<file path="config.mk">
export PLATFORM = sky130hd
export DESIGN_NAME = accumulator_alu_8bit_flags
export DESIGN_NICKNAME = d
export VERILOG_FILES = /design/src/design/aalu_pkg.sv /design/src/design/accumulator_alu_8bit_flags.sv /design/src/design/aalu_decode.sv /design/src/design/aalu_queue.sv /design/src/design/aalu_exec.sv
export SDC_FILE = /design/constraint.sdc
export NUM_CORES = 1
export LEC_CHECK = 0
export BUFFER_PORTS_ARGS = -buffer_cell sky130_fd_sc_hd__buf_4
export CAP_MARGIN = 20
export CORE_MARGIN = 5
export CORE_UTILIZATION = 40
export DETAILED_ROUTE_END_ITERATION = 6
export GPL_TIMING_DRIVEN = 0
export PLACE_DENSITY_LB_ADDON = 0.08
export SLEW_MARGIN = 15
export SYNTH_ARGS = -nofsm -noshare
export SYNTH_HDL_FRONTEND = slang
export SYNTH_SLANG_ARGS = --single-unit
</file>
<file path="constraint.sdc">
create_clock -name clock -period 4.8 [get_ports clock]
set_input_delay 0.48 -clock clock [delete_from_list [all_inputs] [get_ports clock]]
set_output_delay 0.48 -clock clock [all_outputs]
set_load 0.01 [all_outputs]
</file>
<file path="src/design/aalu_pkg.sv">
package aalu_pkg;

   localparam int QDepth = 2;
   localparam int QPtrW = (QDepth > 1) ? $clog2(QDepth) : 1;
   localparam int QCntW = $clog2(QDepth + 1);

   localparam int FlagS = 7;
   localparam int FlagZ = 6;
   localparam int FlagAc = 4;
   localparam int FlagP = 2;
   localparam int FlagCy = 0;

   typedef enum logic [4:0] {
      OP_LOAD,
      OP_NOP,
      OP_BAD,
      OP_ADD,
      OP_SUB,
      OP_CMP,
      OP_AND,
      OP_XOR,
      OP_OR,
      OP_INR,
      OP_DCR,
      OP_RLC,
      OP_RRC,
      OP_RAL,
      OP_RAR,
      OP_CMA,
      OP_STC,
      OP_CMC
   } op_class_type;

   typedef struct packed {
      op_class_type cls;
      logic [7:0]   operand;
   } item_type;

   function automatic logic [7:0] make_flags(input logic [7:0] v, input logic ac,
                                             input logic cy);
      logic [7:0] f;
      f = 8'h00;
      f[FlagS] = v[7];
      f[FlagZ] = (v == 8'h00);
      f[FlagAc] = ac;
      f[FlagP] = ~^v;
      f[FlagCy] = cy;
      return f;
   endfunction

endpackage

</file>
<file path="src/design/accumulator_alu_8bit_flags.sv">
// 8-bit accumulator alu with an 8085-style flag byte (S Z AC P CY)
// request channel: req_valid/req_ready with req_type, req_opcode, req_operand;
//    req_type 0 loads the accumulator from req_operand, 1 executes req_opcode
// response channel: rsp_valid/rsp_ready with rsp_acc_out, rsp_flags_out and
//    rsp_bad_opcode; exactly one response per request transfer, in order
// the front decodes each request into an operation class and pushes it into
// a two-entry queue; the back pops one entry per cycle unless the response
// is stalled, updates the accumulator and flags and holds the new state as
// the response; each request passes through its queue entry and then the
// registered accumulator state before rsp_valid rises
// throughput: one request per cycle while responses are not stalled
// a stalled response holds its values; requests keep being taken until the
// queue fills, then req_ready drops
// reset clears the accumulator, the flags and the queue, no response pending
module accumulator_alu_8bit_flags (
   input  logic       clock,
   input  logic       reset,
   input  logic       req_valid,
   output logic       req_ready,
   input  logic       req_type,
   input  logic [7:0] req_opcode,
   input  logic [7:0] req_operand,
   output logic       rsp_valid,
   input  logic       rsp_ready,
   output logic [7:0] rsp_acc_out,
   output logic [7:0] rsp_flags_out,
   output logic       rsp_bad_opcode
);
   import aalu_pkg::*;

   item_type dec_item;
   item_type q_item;
   logic     q_valid, q_ready;

   aalu_decode u_decode (
      .req_type    (req_type),
      .req_opcode  (req_opcode),
      .req_operand (req_operand),
      .item        (dec_item)
   );

   aalu_queue u_queue (
      .clock      (clock),
      .reset      (reset),
      .push_valid (req_valid),
      .push_ready (req_ready),
      .push_item  (dec_item),
      .pop_valid  (q_valid),
      .pop_ready  (q_ready),
      .pop_item   (q_item)
   );

   aalu_exec u_exec (
      .clock          (clock),
      .reset          (reset),
      .q_valid        (q_valid),
      .q_ready        (q_ready),
      .q_item         (q_item),
      .rsp_valid      (rsp_valid),
      .rsp_ready      (rsp_ready),
      .rsp_acc_out    (rsp_acc_out),
      .rsp_flags_out  (rsp_flags_out),
      .rsp_bad_opcode (rsp_bad_opcode)
   );

endmodule

</file>
<file path="src/design/aalu_decode.sv">
module aalu_decode (
   input  logic              req_type,
   input  logic [7:0]        req_opcode,
   input  logic [7:0]        req_operand,
   output aalu_pkg::item_type item
);
   import aalu_pkg::*;

   localparam logic [7:0] OPC_LXI_D  = 8'h11;
   localparam logic [7:0] OPC_LXI_H  = 8'h21;
   localparam logic [7:0] OPC_LXI_SP = 8'h31;
   localparam logic [7:0] OPC_CALL   = 8'hcd;
   localparam logic [7:0] OPC_ACI    = 8'hce;
   localparam logic [7:0] OPC_CC     = 8'hdc;
   localparam logic [7:0] OPC_CM     = 8'hfc;
   localparam logic [7:0] OPC_LOW_LO = 8'h00;
   localparam logic [7:0] OPC_LOW_HI = 8'h06;
   localparam logic [7:0] OPC_MOV_LO = 8'h40;
   localparam logic [7:0] OPC_MOV_HI = 8'h6f;
   localparam logic [7:0] OPC_MOVA_LO = 8'h78;
   localparam logic [7:0] OPC_MOVA_HI = 8'h7f;
   localparam logic [7:0] GRP_ADC    = 8'b10001???;
   localparam logic [7:0] GRP_ADD    = 8'b10000???;
   localparam logic [7:0] GRP_SUB    = 8'b10010???;
   localparam logic [7:0] GRP_CMP    = 8'b10111???;
   localparam logic [7:0] GRP_ANA    = 8'b10100???;
   localparam logic [7:0] GRP_XRA    = 8'b10101???;
   localparam logic [7:0] GRP_ORA    = 8'b10110???;
   localparam logic [7:0] OPC_ADI    = 8'hc6;
   localparam logic [7:0] OPC_SUI    = 8'hd6;
   localparam logic [7:0] OPC_CPI    = 8'hfe;
   localparam logic [7:0] OPC_ANI    = 8'he6;
   localparam logic [7:0] OPC_XRI    = 8'hee;
   localparam logic [7:0] OPC_ORI    = 8'hf6;
   localparam logic [7:0] OPC_RLC    = 8'h07;
   localparam logic [7:0] OPC_RRC    = 8'h0f;
   localparam logic [7:0] OPC_RAL    = 8'h17;
   localparam logic [7:0] OPC_RAR    = 8'h1f;
   localparam logic [7:0] OPC_CMA    = 8'h2f;
   localparam logic [7:0] OPC_STC    = 8'h37;
   localparam logic [7:0] OPC_CMC    = 8'h3f;
   localparam logic [7:0] OPC_INR_A  = 8'h3c;
   localparam logic [7:0] OPC_DCR_A  = 8'h3d;

   op_class_type cls;

   always_comb begin
      if (!req_type) begin
         cls = OP_LOAD;
      end else begin
         case (req_opcode) inside
            [OPC_LOW_LO:OPC_LOW_HI], OPC_LXI_D, OPC_LXI_H, OPC_LXI_SP,
            [OPC_MOV_LO:OPC_MOV_HI], [OPC_MOVA_LO:OPC_MOVA_HI], GRP_ADC,
            OPC_CALL, OPC_ACI, OPC_CC, OPC_CM: cls = OP_NOP;
            GRP_ADD, OPC_ADI: cls = OP_ADD;
            GRP_SUB, OPC_SUI: cls = OP_SUB;
            GRP_CMP, OPC_CPI: cls = OP_CMP;
            GRP_ANA, OPC_ANI: cls = OP_AND;
            GRP_XRA, OPC_XRI: cls = OP_XOR;
            GRP_ORA, OPC_ORI: cls = OP_OR;
            OPC_RLC:   cls = OP_RLC;
            OPC_RRC:   cls = OP_RRC;
            OPC_RAL:   cls = OP_RAL;
            OPC_RAR:   cls = OP_RAR;
            OPC_CMA:   cls = OP_CMA;
            OPC_STC:   cls = OP_STC;
            OPC_CMC:   cls = OP_CMC;
            OPC_INR_A: cls = OP_INR;
            OPC_DCR_A: cls = OP_DCR;
            default:   cls = OP_BAD;
         endcase
      end
      item.cls = cls;
      item.operand = req_operand;
   end

endmodule

</file>
<file path="src/design/aalu_queue.sv">
module aalu_queue (
   input  logic               clock,
   input  logic               reset,
   input  logic               push_valid,
   output logic               push_ready,
   input  aalu_pkg::item_type push_item,
   output logic               pop_valid,
   input  logic               pop_ready,
   output aalu_pkg::item_type pop_item
);
   import aalu_pkg::*;

   item_type             mem_ff [QDepth];
   logic [QPtrW-1:0]     wr_ptr_ff, wr_ptr_in;
   logic [QPtrW-1:0]     rd_ptr_ff, rd_ptr_in;
   logic [QCntW-1:0]     count_ff, count_in;
   logic                 push, pop;

   assign push_ready = (count_ff != QCntW'(QDepth));
   assign pop_valid = (count_ff != '0);
   assign pop_item = mem_ff[rd_ptr_ff];
   assign push = push_valid && push_ready;
   assign pop = pop_valid && pop_ready;

   always_comb begin
      wr_ptr_in = wr_ptr_ff;
      rd_ptr_in = rd_ptr_ff;
      count_in = count_ff;
      if (push) begin
         wr_ptr_in = (wr_ptr_ff == QPtrW'(QDepth - 1)) ? '0 : wr_ptr_ff + 1'b1;
      end
      if (pop) begin
         rd_ptr_in = (rd_ptr_ff == QPtrW'(QDepth - 1)) ? '0 : rd_ptr_ff + 1'b1;
      end
      if (push && !pop) begin
         count_in = count_ff + 1'b1;
      end else if (pop && !push) begin
         count_in = count_ff - 1'b1;
      end
   end

   always_ff @(posedge clock) begin
      if (reset) begin
         wr_ptr_ff <= '0;
         rd_ptr_ff <= '0;
         count_ff <= '0;
      end else begin
         wr_ptr_ff <= wr_ptr_in;
         rd_ptr_ff <= rd_ptr_in;
         count_ff <= count_in;
      end
   end

   always_ff @(posedge clock) begin
      if (push) begin
         mem_ff[wr_ptr_ff] <= push_item;
      end
   end

   a_count_bound: assert property (@(posedge clock) disable iff (reset)
      count_ff <= QCntW'(QDepth))
      else $error("queue count above depth");

   a_ptr_gap: assert property (@(posedge clock) disable iff (reset)
      (count_ff == '0 || count_ff == QCntW'(QDepth)) |-> (wr_ptr_ff == rd_ptr_ff))
      else $error("queue pointers disagree with count");

endmodule

</file>
<file path="src/design/aalu_exec.sv">
module aalu_exec (
   input  logic               clock,
   input  logic               reset,
   input  logic               q_valid,
   output logic               q_ready,
   input  aalu_pkg::item_type q_item,
   output logic               rsp_valid,
   input  logic               rsp_ready,
   output logic [7:0]         rsp_acc_out,
   output logic [7:0]         rsp_flags_out,
   output logic               rsp_bad_opcode
);
   import aalu_pkg::*;

   logic [7:0] acc_ff, acc_in;
   logic [7:0] flags_ff, flags_in;
   logic       valid_ff, valid_in;
   logic       bad_ff, bad_in;
   logic       fire;
   logic [7:0] a, b, nb, diff;
   logic [8:0] sum;
   logic [4:0] lo_add, lo_sub;
   logic       cy;

   assign q_ready = !valid_ff || rsp_ready;
   assign fire = q_valid && q_ready;

   always_comb begin
      a = acc_ff;
      b = q_item.operand;
      cy = flags_ff[FlagCy];
      sum = {1'b0, a} + {1'b0, b};
      lo_add = {1'b0, a[3:0]} + {1'b0, b[3:0]};
      nb = 8'h00 - b;
      diff = a + nb;
      lo_sub = {1'b0, a[3:0]} + {1'b0, nb[3:0]};

      acc_in = acc_ff;
      flags_in = flags_ff;
      bad_in = bad_ff;
      valid_in = valid_ff && !rsp_ready;
      if (fire) begin
         valid_in = 1'b1;
         bad_in = 1'b0;
         case (q_item.cls)
            OP_LOAD: acc_in = b;
            OP_NOP:  ;
            OP_BAD:  bad_in = 1'b1;
            OP_ADD: begin
               acc_in = sum[7:0];
               flags_in = make_flags(sum[7:0], lo_add[4], sum[8]);
            end
            OP_SUB: begin
               acc_in = diff;
               flags_in = make_flags(diff, lo_sub[4], a < b);
            end
            OP_CMP: flags_in = make_flags(diff, lo_sub[4], a < b);
            OP_AND: begin
               acc_in = a & b;
               flags_in = make_flags(a & b, 1'b1, 1'b0);
            end
            OP_XOR: begin
               acc_in = a ^ b;
               flags_in = make_flags(a ^ b, 1'b0, 1'b0);
            end
            OP_OR: begin
               acc_in = a | b;
               flags_in = make_flags(a | b, 1'b0, 1'b0);
            end
            OP_INR: begin
               acc_in = a + 8'h01;
               flags_in = make_flags(a + 8'h01, a[3:0] == 4'hf, cy);
            end
            OP_DCR: begin
               acc_in = a - 8'h01;
               flags_in = make_flags(a - 8'h01, a[3:0] == 4'h0, cy);
            end
            OP_RLC: begin
               acc_in = {a[6:0], a[7]};
               flags_in[FlagCy] = a[7];
            end
            OP_RRC: begin
               acc_in = {a[0], a[7:1]};
               flags_in[FlagCy] = a[0];
            end
            OP_RAL: begin
               acc_in = {a[6:0], cy};
               flags_in[FlagCy] = a[7];
            end
            OP_RAR: begin
               acc_in = {cy, a[7:1]};
               flags_in[FlagCy] = a[0];
            end
            OP_CMA:  acc_in = ~a;
            OP_STC:  flags_in[FlagCy] = 1'b1;
            OP_CMC:  flags_in[FlagCy] = ~cy;
            default: bad_in = 1'b1;
         endcase
      end
   end

   always_ff @(posedge clock) begin
      if (reset) begin
         acc_ff <= '0;
         flags_ff <= '0;
         valid_ff <= 1'b0;
         bad_ff <= 1'b0;
      end else begin
         acc_ff <= acc_in;
         flags_ff <= flags_in;
         valid_ff <= valid_in;
         bad_ff <= bad_in;
      end
   end

   // state after the step is the result, held until the next transfer
   assign rsp_valid = valid_ff;
   assign rsp_acc_out = acc_ff;
   assign rsp_flags_out = flags_ff;
   assign rsp_bad_opcode = bad_ff;

   a_unused_flags: assert property (@(posedge clock) disable iff (reset)
      flags_ff[5] == 1'b0 && flags_ff[3] == 1'b0 && flags_ff[1] == 1'b0)
      else $error("reserved flag bit set");

   a_bad_keeps_state: assert property (@(posedge clock) disable iff (reset)
      (fire && q_item.cls == OP_BAD) |=>
      (rsp_bad_opcode && acc_ff == $past(acc_ff) && flags_ff == $past(flags_ff)))
      else $error("bad opcode changed state");

   a_load_keeps_flags: assert property (@(posedge clock) disable iff (reset)
      (fire && q_item.cls == OP_LOAD) |=>
      (flags_ff == $past(flags_ff) && acc_ff == $past(q_item.operand) && !rsp_bad_opcode))
      else $error("load result wrong");

   a_stall_holds: assert property (@(posedge clock) disable iff (reset)
      (rsp_valid && !rsp_ready) |=> (acc_ff == $past(acc_ff) && rsp_valid))
      else $error("result changed while stalled");

endmodule
</file>
Word-level counts from Yosys, hierarchy flattened
Memory sizes are Yosys's and may differ from the RTL's. A register that Yosys moved wholly into a read port is not among the register bits.
Index checks and enable logic that the tools add are counted.
Operators by class
  $add $sub $neg: 11
  multiply operators: 0
  divide/modulo/power cells: 0
  magnitude comparators: 7
  equal/unequal tests: 47
  shifts and indexed selects: 0
  multiplexer cells: 30
  bitwise gates (word level): 5
  reductions and logical operators: 49
Operator list (count)
  $pmux 8 s13: 1
  $eq 8x8->1 const B: 10
  $mux 5: 16
  $eq 8x6->1 const B: 7
  $logic_not 8->1: 7
  $reduce_xnor 8->1: 7
  $pmux 7 s7: 1
  $eq 5x5->1 const B: 9
  $eq 5x4->1 const B: 8
  $eq 8x5->1 const B: 3
  $eq 5x3->1 const B: 4
  $reduce_or 2->1: 9
  $reduce_or 17->1: 1
  $ge 8x7->1 const B: 2
  $le 8x7->1 const B: 2
  $reduce_bool 7->1: 2
  $reduce_bool 13->1: 1
  $reduce_or 11->1: 1
  $add 4x4->5: 2
  $add 8x8->9: 1
  $add 8x1->8 const B: 1
  $add 8x8->8: 1
  $and 8x8->8: 1
  $eq 8x3->1 const B: 1
  29 further kinds: 51
Storage, ports and cells
  bits in registers: 22
  bits in latches: 0
  bits in writable memories: 26
  bits in read-only memories: 0
  input port bits: 21
  output and inout port bits: 19
  logic and storage cells: 158
  memories: 1
Memory list
  u_queue.mem_ff: depth 2, bits a word 13, rd ports 1, clocked after Yosys merged registers in 1, wr ports 1, line aalu_queue.sv:13  | item_type mem_ff [QDepth];

Longest topological paths before layout
  depth in word-level cells: 18
  mapped depth: 21
  depth with buffers taken out: 18

By module
A second synthesis with hierarchy kept.
Second synthesis, totals
  cells, all modules: 605
  area, all modules: 5213.8 um2
Modules (own cells, without submodules)
  aalu_exec: instances 1, cells an instance 476, area each 3643.5 um2, seq. area each 300.3 um2
  aalu_queue: instances 1, cells an instance 64, area each 1162.4 um2, seq. area each 880.8 um2
  aalu_decode: instances 1, cells an instance 65, area each 407.9 um2, seq. area each 0.0 um2

Least setup slack after synthesis
Ideal clock, no wire load.
  kind: reg-to-reg
  from: reg (tool-made name)
  to: reg u_exec.flags_ff[2] (netlist: u_exec.rsp_flags_out[2])
  setup time: 0.134 ns
  arrival time: 4.051 ns
  required time: 4.666 ns
  setup slack: 0.615 ns
  cell stages (with the launch flop): 20
  path buffers: 3
  period minus slack after synthesis: 4.185 ns
  cell sequence: dfxtp_1 -> buf_6 -> buf_2 -> buf_2 -> mux2i_1 -> o21ai_0 -> xnor2_1 -> ha_1 -> o21ai_0 -> nor2_1 -> o21a_1 -> o41ai_1 -> xor2_1 -> ha_1 -> xor2_1 -> xnor2_1 -> a222oi_1 -> nor2_1 -> nor3_1 -> a211oi_1
RTL lines
  end signal: assignment: line aalu_exec.sv:110  | flags_ff <= flags_in;
  end: declaration: line aalu_exec.sv:16  | logic [7:0] flags_ff, flags_in;

==> metrics.md <==
| Metric | Value |
|---|---|
| Worst path slowest cell | `mux2_2` |
| DP HPWL | `13400 um` |
| Clock network power share | `8.7%` |
| First-pass GRT wire length | `26400 um` |
| Max-slew violations | `0` |
| Site row count | `41` |
| Fmax | `219 MHz` |
| Clk buf depth | `2` |
| Drt first pass iters | `6` |
| Worst Path Max Fanout | `19` |
| Hold Vio Cnt, Final | `0` |
| Layout cells sized above 1 | `12.3%` |
| Vias in the first global route | `4761` |
| Psw | `2.23 mW` |
| Unrepaired setup endpoints after global routing | `no` |
| Worst Hold Class | `in2reg` |
| Post-synth EDFFs | `26` |
| Total congestion overflow | `0` |
| Yosys reg bits | `46` |
| Pint | `2.16 mW` |
| Crit path depth | `19` |
| Via Count | `4887` |
| Post-synth ARST share | `0%` |
| Critical-path cell list | `buf_6 -> buf_6 -> mux2_2 -> inv_1 -> ha_2 -> xor2_1 -> ha_1 -> o21ai_0 -> nor2_1 -> o21a_1 -> o41ai_1 -> xor2_1 -> ha_1 -> xor2_1 -> xnor2_1 -> a222oi_1 -> nor2_1 -> nor3_1 -> a211oi_1` |
| Final #Nets | `740` |
| Fillers | `1285` |
| Wirelength per Cell | `20.8 um` |
| Most frequent CP cell | `xor2_1` |
| Slew HR | `39.5%` |
| Syn Inst Count | `605` |
| Post-synthesis sequential area ratio | `22.7%` |
| Netlist cell types | `84` |
| Die Wd | `124 um` |
| Ports | `40` |
| CORE AREA | `12700 sq um` |
| Critical Path RT | `4.97 ns` |
| Iter 0 DRT Violations | `534` |
| Crit path DAT | `4.74 ns` |
| Total power | `4.39 mW` |
| Worst Setup Start Kind | `flop` |
| Mapped cell area | `5200 sq um` |
| CP endpoint kind | `flop` |
| Placement-stage cell area | `5680 sq um` |
| Period minus WS final | `4.57 ns` |
| Sink Count | `46` |
| Net Sw Frac | `50.8%` |
| Initial Utilization | `41.0%` |
| Main synth FF type | `edfxtp_1` |
| Drt total wl | `17100 um` |
| Part of the cycle the worst path needs | `95.2%` |
| Mean Syn Cell Area | `8.59 sq um` |
| Initial antenna violation count | `0` |
| Antenna Violating Nets Remaining | `0` |
| Seq pwr share | `14.7%` |
| Max H-tree Level | `2` |
| P per Cell Area | `747 nW/um^2` |
| Clock skew | `0.00615 ns` |
| Buf/Inv on CP | `3` |
| Number of max-cap violations | `0` |
| Die area | `15400 sq um` |
| ANT cells | `0` |
| CTS Root Cell | `clkbuf_16` |
| Clk slew on worst S/H paths | `0.08 ns` |
| DRC errors left | `0` |
| Area of the multi-input gates | `3780 sq um` |
| Area delta synth->final | `13.0%` |
| Status | `complete, no violations` |
| Port bufs | `33` |
| CP delay by family, top | `compound AO/OA/AOI/OAI gates` |
| CP peak stage delay | `0.43 ns` |
| Skew-Pair Late Insertion Delay | `0.31 ns` |
| Least-Margin Pin Slew | `0.904 ns` |
| WS Path Type | `reg2reg` |
| RR Endpoint | `u_exec.rsp_flags_out[2]` |
| Total GRT Usage | `22.6%` |
| CTS tree | `built` |
| Final setup violation count | `0` |
| Vias per cell | `5.95` |
| Pin count of the biggest net entering global routing | `18` |
| Post-route cell area | `5870 sq um` |
| Max VDD drop | `0.331 mV` |
| Gate power share | `76.6%` |
| Setup tns final | `0 ns` |
| CTS buffer count | `5` |
| Reg area | `1180 sq um` |
| CP endpoint | `u_exec.rsp_flags_out[2]` |
| Die Height | `124 um` |
| Post-CTS Hold Buffers | `0` |
| R2r worst-path depth | `19` |
| Reg2Reg Setup Slack | `0.23 ns` |
| P_leak | `2.31 nW` |
| Gp weighted congestion | `0.949` |
| Synth warn | `0` |
layer usage:
metal  share of wire (%)  track usage, %  up-vias
met3                 7.7            4.00       45
met2                  46            36.6      232
met4                 3.5            8.49        0
met5                   0               0        -
li1                    -               -     2330
met1                  43            30.1     2280
registers in the layout (all words and copies together) (netlist names), named ones only:
register               cells
u_exec.rsp_valid           1
u_exec.rsp_flags_out       5
u_queue.count_ff           2
u_queue.mem_ff            26
u_exec.rsp_acc_out         8
u_queue.rd_ptr_ff          1
u_queue.wr_ptr_ff          1
u_exec.rsp_bad_opcode      1
cell usage in the layout, fill, tap and decap left out, drive strengths merged, types with 9 or more instances in the layout:
| cell | netlist | routed |
|---|---|---|
| nand2b | 10 | 10 |
| a22oi | 9 | 9 |
| nor2 | 60 | 60 |
| xnor2 | 43 | 43 |
| nand2 | 24 | 24 |
| o21ai | 38 | 38 |
| xor2 | 15 | 15 |
| nor3 | 20 | 20 |
| o22ai | 18 | 18 |
| inv | 37 | 39 |
| ha | 69 | 69 |
| dfxtp | 20 | 20 |
| edfxtp | 26 | 26 |
| clkbuf | 14 | 19 |
| buf | 13 | 47 |
| a21oi | 28 | 28 |
| nand3 | 12 | 12 |
synthesized netlist by cell type (all sizes together), types with 8 or more instances:
master  count  area share [%]
nand4       8            0.96
inv        37             2.7
xnor2      43             7.2
o22ai      18             2.7
nand3      12             1.2
nand2      24             1.7
xor2       15             2.5
dfxtp      20             7.7
edfxtp     26              15
o21ai      38             3.7
nor3       20             2.0
clkbuf     14             1.0
ha         69              17
buf        13             1.6
nand2b     10             1.2
nor2       60             4.3
a21oi      28             2.8
a22oi       9             1.3
mux2i       8             1.6
repair_timing:
item / CTS / global route
setup endpoints to repair: 2 / 1
pin swaps: 1 / 0
gates resized for setup: 7 / 1
setup buffers: 1 / 0
cloned: 0 / 0
hold endpoints to repair: 0 / 0
worst min-delay path by stage:
stage	startpoint	endpoint	slack [ns]	cells past startpoint
final	req_operand[7]	u_queue.mem_ff[0][7]	0.36	1
after detailed placement	u_exec.rsp_bad_opcode	u_exec.rsp_bad_opcode	0.46	2
after global placement	u_exec.rsp_bad_opcode	u_exec.rsp_bad_opcode	0.45	2
after global routing	req_operand[6]	u_queue.mem_ff[0][6]	0.35	1
after floorplan	u_exec.rsp_bad_opcode	u_exec.rsp_bad_opcode	0.48	2
after CTS	req_operand[7]	u_queue.mem_ff[0][7]	0.35	1
logic make-up (layout without fill, tap and decap cells):
| kind of cell | after synthesis | in the layout | share of synthesized area, % |
|---|---|---|---|
| compound gates | 170 | 170 | 22.9 |
| xor+xnor | 58 | 58 | 9.77 |
| fa+ha+maj | 71 | 71 | 17.4 |
| buf+inv | 66 | 108 | 5.42 |
| flops | 46 | 46 | 22.7 |
| mux | 12 | 12 | 2.48 |
| other cells | 1 | 3 | 0.0722 |
| simple gates | 181 | 181 | 19.3 |
area by class of cell:
type	instances	area share, %
Buffer	26	2.32
Clock buffer	5	2.13
Clock inverter	3	0.469
Inverter	39	2.49
Multi-Input combinational cell	495	64.3
Sequential cell	46	20.1
Tap cell	172	3.67
Timing Repair Buffer	35	4.47
power groups by stage:
stage / registers (mW) / clock network [mW] / logic, mW
after floorplan: 0.630 / 0 / 2.41
after global placement: 0.649 / 0 / 3.25
after detailed placement: 0.653 / 0 / 3.25
after CTS: 0.646 / 0.390 / 3.31
after global routing: 0.660 / 0.403 / 3.63
final: 0.644 / 0.383 / 3.36
metrics by stage:
stage	hold WS, ns	cells	utilization (%)	setup WS (ns)
5_1_grt	0.347	821	46.3	0.000433
3_5_place_dp	0.464	813	44.8	-0.738
6_report	0.357	821	46.3	0.232
3_3_place_gp	0.452	812	44.7	-0.722
4_1_cts	0.353	822	46.3	0.0365
2_1_floorplan	0.476	607	-	0.615
Power figures use the tool's default switching activity.
